**src/hdl/svic_pkg.sv**
```systemverilog
// Shared types, constants and a helper function of the sprite VM instruction core.
`timescale 1ns / 1ps

package svic_pkg;

    localparam int C_MEM_BYTES   = 4096;
    localparam int C_ADDR_W      = 12;
    localparam int C_STACK_DEPTH = 16;
    localparam int C_SCREEN_W    = 64;
    localparam int C_SCREEN_H    = 32;
    localparam logic [11:0] C_START_RESET = 12'h200;

    // Item kinds.
    localparam logic [1:0] OP_LOAD = 2'd0;
    localparam logic [1:0] OP_EXEC = 2'd1;
    localparam logic [1:0] OP_READ = 2'd2;

    // Result status codes.
    localparam logic [1:0] ST_OK    = 2'd0;
    localparam logic [1:0] ST_OVER  = 2'd1;
    localparam logic [1:0] ST_UNDER = 2'd2;
    localparam logic [1:0] ST_UNSUP = 2'd3;

    // Configuration register indexes.
    localparam logic [1:0] CFG_START = 2'd0;
    localparam logic [1:0] CFG_SHIFT = 2'd1;
    localparam logic [1:0] CFG_JUMP  = 2'd2;

    // Instruction words and sub-codes.
    localparam logic [15:0] INS_CLS  = 16'h00E0;
    localparam logic [15:0] INS_RET  = 16'h00EE;
    localparam logic [7:0]  NN_SKP   = 8'h9E;
    localparam logic [7:0]  NN_SKNP  = 8'hA1;
    localparam logic [7:0]  NN_GETDT = 8'h07;
    localparam logic [7:0]  NN_SETDT = 8'h15;
    localparam logic [7:0]  NN_SETST = 8'h18;
    localparam logic [7:0]  NN_ADDI  = 8'h1E;
    localparam logic [7:0]  NN_WAIT  = 8'h0A;
    localparam logic [7:0]  NN_FONT  = 8'h29;
    localparam logic [7:0]  NN_BCD   = 8'h33;
    localparam logic [7:0]  NN_STORE = 8'h55;
    localparam logic [7:0]  NN_LOAD  = 8'h65;
    localparam logic [11:0] C_ADDR_MAX = 12'hFFF;

    typedef enum logic [3:0] {
        ALU_MOV,
        ALU_OR,
        ALU_AND,
        ALU_XOR,
        ALU_ADD,
        ALU_SUB,
        ALU_SUBN,
        ALU_SHR,
        ALU_SHL
    } t_alu_fn;

    typedef struct packed {
        t_alu_fn    fn;
        logic [7:0] a;
        logic [7:0] b;
    } t_alu_req;

    typedef struct packed {
        logic [7:0] res;
        logic       flag;
    } t_alu_rsp;

    typedef struct packed {
        logic [1:0]  op;
        logic [11:0] load_address;
        logic [7:0]  load_data;
        logic [15:0] key_bitmap;
        logic [7:0]  random_byte;
        logic [4:0]  row_select;
    } t_in;

    typedef struct packed {
        logic [1:0]  status;
        logic [11:0] pc_now;
        logic [63:0] row_bits;
        logic [7:0]  sound_level;
    } t_out;

    // Decimal digit of a byte: 0 hundreds, 1 tens, otherwise units.
    function automatic logic [7:0] bcd_digit(input logic [7:0] v, input logic [1:0] sel);
        logic [1:0] h;
        logic [6:0] r;
        logic [3:0] t;
        logic [3:0] u;
        if (v >= 8'd200) begin
            h = 2'd2;
            r = 7'(v - 8'd200);
        end else if (v >= 8'd100) begin
            h = 2'd1;
            r = 7'(v - 8'd100);
        end else begin
            h = 2'd0;
            r = v[6:0];
        end
        t = 4'd0;
        for (int k = 1; k <= 9; k++) begin
            if (r >= 7'(10 * k)) begin
                t = 4'(k);
            end
        end
        u = 4'(r - 7'({t, 3'b000}) - 7'({t, 1'b0}));
        case (sel)
            2'd0:    bcd_digit = {6'd0, h};
            2'd1:    bcd_digit = {4'd0, t};
            default: bcd_digit = {4'd0, u};
        endcase
    endfunction

endpackage

```
**src/hdl/svic_alu.sv**
```systemverilog
// Shared 8-bit arithmetic, logic and shift unit with flag output.
`timescale 1ns / 1ps

module svic_alu
    import svic_pkg::*;
(
    input  t_alu_req i_req,
    output t_alu_rsp o_rsp
);

    logic [8:0] w_sum;

    assign w_sum = {1'b0, i_req.a} + {1'b0, i_req.b};

    always_comb begin
        o_rsp.res  = i_req.b;
        o_rsp.flag = 1'b0;
        case (i_req.fn)
            ALU_MOV: begin
                o_rsp.res = i_req.b;
            end
            ALU_OR: begin
                o_rsp.res = i_req.a | i_req.b;
            end
            ALU_AND: begin
                o_rsp.res = i_req.a & i_req.b;
            end
            ALU_XOR: begin
                o_rsp.res = i_req.a ^ i_req.b;
            end
            ALU_ADD: begin
                o_rsp.res  = w_sum[7:0];
                o_rsp.flag = w_sum[8];
            end
            ALU_SUB: begin
                o_rsp.res  = i_req.a - i_req.b;
                o_rsp.flag = (i_req.a > i_req.b);
            end
            ALU_SUBN: begin
                o_rsp.res  = i_req.b - i_req.a;
                o_rsp.flag = (i_req.b > i_req.a);
            end
            ALU_SHR: begin
                o_rsp.res  = {1'b0, i_req.a[7:1]};
                o_rsp.flag = i_req.a[0];
            end
            ALU_SHL: begin
                o_rsp.res  = {i_req.a[6:0], 1'b0};
                o_rsp.flag = i_req.a[7];
            end
            default: begin
                o_rsp.res  = i_req.b;
                o_rsp.flag = 1'b0;
            end
        endcase
    end

endmodule

```
**config.mk**
```make
export PLATFORM = sky130hd
export DESIGN_NAME = svic_alu
export DESIGN_NICKNAME = d
export VERILOG_FILES = /design/src/hdl/svic_pkg.sv /design/src/hdl/svic_alu.sv
export SDC_FILE = /design/constraint.sdc
export NUM_CORES = 1
export LEC_CHECK = 0
export BUFFER_PORTS_ARGS = -buffer_cell sky130_fd_sc_hd__buf_2
export CAP_MARGIN = 10
export CORE_UTILIZATION = 40
export DETAILED_ROUTE_END_ITERATION = 16
export PLACE_DENSITY = 0.62
export SLEW_MARGIN = 20
export SYNTH_ARGS = -nofsm -noshare
export SYNTH_HDL_FRONTEND = slang
export SYNTH_SLANG_ARGS = --single-unit
```
**constraint.sdc**
```tcl
create_clock -name vclk -period 4.1
set_clock_uncertainty 0.2 [all_clocks]
set_input_delay 0.41 -clock vclk [all_inputs]
set_output_delay 0.41 -clock vclk [all_outputs]
set_load 0.01 [all_outputs]
```
* Word level (Yosys, flattened, before mapping) *
Index checks and enable logic that the tools add are counted.

cells by class
  equality and inequality tests = 8
  bitwise logic cells = 3
  $lt $le $gt $ge = 2
  add/subtract/negate cells = 3
  muxes and demuxes = 2

operators with widths
  cell                number
  $pmux 8 s8          1
  $eq 4x3->1 const B  4
  $gt 8x8->1          2
  $sub 8x8->8         2
  $add 8x8->9         1
  $and 8x8->8         1
  $eq 4x2->1 const B  2
  $or 8x8->8          1
  $xor 8x8->8         1
  $pmux 1 s5          1
  $eq 4x1->1 const B  1
  $eq 4x4->1 const B  1

word-level totals
  bits in registers = 0
  logic and storage cells = 18
  input port bits = 20

* Logic depth before layout (Yosys ltp) *
  word-level depth = 2
  depth in mapped cells = 9
  depth with buffers taken out = 9

* Worst setup path after synthesis *
OpenSTA, ideal clock, no wires.

  kind = input -> output
  start point = in i_req[6] (netlist name)
  end point = out o_rsp[8] (netlist name)
  path buffers = 1
  cell stages on the path = 9
  arrival = 2.156 ns
  slack = 1.334 ns
  data required time = 3.490 ns
  path through = inv_1 ha_1 buf_6 or3_4 nor2_4 a211oi_2 a221oi_1 o21ai_1 o32a_1

RTL lines
  what             RTL line       text
  start, declared  svic_alu.sv:7  input t_alu_req i_req,
  end, declared    svic_alu.sv:8  output t_alu_rsp o_rsp

==> impl_metrics.ini <==
[floorplanning]
chipWidth_um = 70.5
dieArea_sq_mm = 0.00497
ioPinCount = 29
fp.dieH_um = 70.5
core_sq_mm = 0.00444
floorplan.initialDensity_pct = 42.2
row_cnt = 24

[layout]
n_antenna_cell = 0
mostFrequentLayoutCell = ha_1
nets = 346
multi_input_area_sq_mm = 0.00170
final_layout_size_suffix_gt1_share_pct = 12.5
layout.filler_cells = 477
nClkBuffers = 0
layout_common_cells = 34 x ha_1, 29 x buf_2, 26 x inv_1
sequential_cell_area_sq_um = 0
areaGrowthSynthToFinish_pct = 7.54
final_core_utilization_pct = 45.4
seq_cells = 0

[synthesis]
postSynthCellCount = 273
muxShareOfSynthArea_pct = 1.07
post_synth_cell_types = 57
synth_seq_area_share_pct = 0
synth_compound_area_share_pct = 40.0
synth_xor_area_share_pct = 2.80
syn_area_per_cell_sq_um = 6.87
synth.net_count = 330
synth_top_area_share_pct = 22.7
synth.area.top_cells = ha_1 23%, a21oi_1 5.9%, inv_1 5.2%
synth_top_family_by_area = compound AO/OA/AOI/OAI gates
synth.largest_area_cell = ha_1
post_synth_fa_ha_maj_area_fraction_pct = 25.9
mappedNetlistArea_sq_mm = 0.00188
yosys.area_share.simple_pct = 20.9
ys_warn_count = 0

[global_routing]
grt_pass1_wl_um = 9980
first_global_vias = 1935
grt_overflow_total = 0
global_route_total_usage_across_every_layer_pct = 24.7
grt_start_max_net_pins = 31
antenna_violations_before_repair = 0

[pwr]
cellInternalPower_w = 0.0000966
power.net_switching_w = 0.000162
power.ir.vdd_worst_mv = 0.0521
power.switching_fraction_pct = 62.6
overall_power_w = 0.000258
seq_power_share_pct = 0
comb_power_share_pct = 100.0
share_clk_of_total_power_pct = 0
powerDensity_mw_per_mm2 = 128
total_leakage_power_nw = 0.905

[outcome]
status = finished, violations left
violations = design-rule violations

[clocking]
cts_hold_buf = 0
cts_post_setup_buffers_inserted = 0
cts_resized = 0

[timing]
tightest_slew_ns = 0.695
fmaxAchievable_ghz = 0.297
slew_viol_final = 0
setup_repair_after_global_routing_missed_its_margin = false
max-slew-margin-rel_pct = 53.4
timing.final.crit_period_ns = 3.37
timing.setup.tns_ns = 0
final.setup.worst_slack_ns = 0.734
hold_viol_final = 0
final_count_of_negative_setup_slack_endpoints = 0
hold_ws_ns = 0.973
layout_worst_path_cycle_share_pct = 82.1

[critical_path]
start_kind = primary input
worstSetupEndpointType = primary output
path_class = primary input to primary output
wp_data_arrival_ns = 2.76
critical_path_required_ns = 3.49
timing.critical_path.fanout_max = 16

[drt]
wire_length_after_detailed_routing_um = 6100
post_dr_vias_cell = 6.37
drt.antenna.violating_nets = 0
firstDrtPassIters = 11
via_count = 2158
remaining_drc_errors = 4
route.detailed.wl_per_inst_um = 18.0
detailedRoute.firstIterationViolations = 341

[place]
gp_congestion = 0.965
preCtsSetupSlack_ns = 0.789
hpwlAfterDp_um = 4640
placement.io_buffers = 29

[job]
maxCapViolCount = 0

[worst_hold_path]
hold_class = primary input to primary output
## area by class of cell
type	instances	share of cell area, %
Inverter	28	5.21
Multi-Input combinational cell	230	84.4
Tap cell	52	3.23
Timing Repair Buffer	29	7.20
## cells in the mapped netlist (all sizes together) (3+ instances only)
master,count
a22o,4
a211o,3
nor2b,7
o22ai,7
ha,34
a21oi,22
inv,28
nand3,5
fa,3
o211ai,3
nand2,20
nor3,7
nand2b,3
o21bai,3
clkbuf,10
a31oi,4
xnor2,6
and2,3
o21ai,18
a211oi,7
a22oi,4
o221ai,4
a221oi,4
nor4,3
buf,5
nor2,23
## logic make-up (layout without fill, tap and decap cells)
kind of cell	after synthesis	count (layout)
simple gates	79	79
buf+inv	43	57
fa+ha+maj	37	37
xor+xnor	6	6
mux	2	2
compound gates	106	106
## metrics by stage
step | instance area (sq um) | std cells
4_1_cts | 2020 | 339
6_report | 2020 | 339
5_1_grt | 2020 | 339
2_1_floorplan | 1880 | 273
3_5_place_dp | 2020 | 339
3_3_place_gp | 2020 | 339
## critical path, stage by stage
cell and delay [ns]:
buf_2 0.15, inv_1 0.07, ha_1 0.49, or3_4 0.50
nor2_4 0.13, a211oi_2 0.09, a221oi_1 0.30, o21ai_1 0.12
o32a_1 0.34, buf_2 0.14
## per-layer routing
metal / track usage, % / wire length [um] / up-vias
li1: - / - / 1042
met1: 37.2 / 2850 / 987
met2: 35.0 / 2470 / 110
met3: 4.33 / 576 / 19
met4: 7.48 / 207 / 0
met5: 0 / 0 / -
## path summary, 6_finish.rpt
path	startpoint	endpoint	slack, ns	depth (start not counted)
hold / removal	i_req[7]	o_rsp[8]	0.97	3
setup / recovery	i_req[12]	o_rsp[8]	0.73	10
## power groups by stage
stage | clock network (W) | registers (W) | logic [W]
final | 0 | 0 | 0.000258
after global routing | 0 | 0 | 0.000283
after CTS | 0 | 0 | 0.000251
after detailed placement | 0 | 0 | 0.000250
after global placement | 0 | 0 | 0.000252
after floorplan | 0 | 0 | 0.000180
No activity file was read; power rests on OpenSTA's default activity.
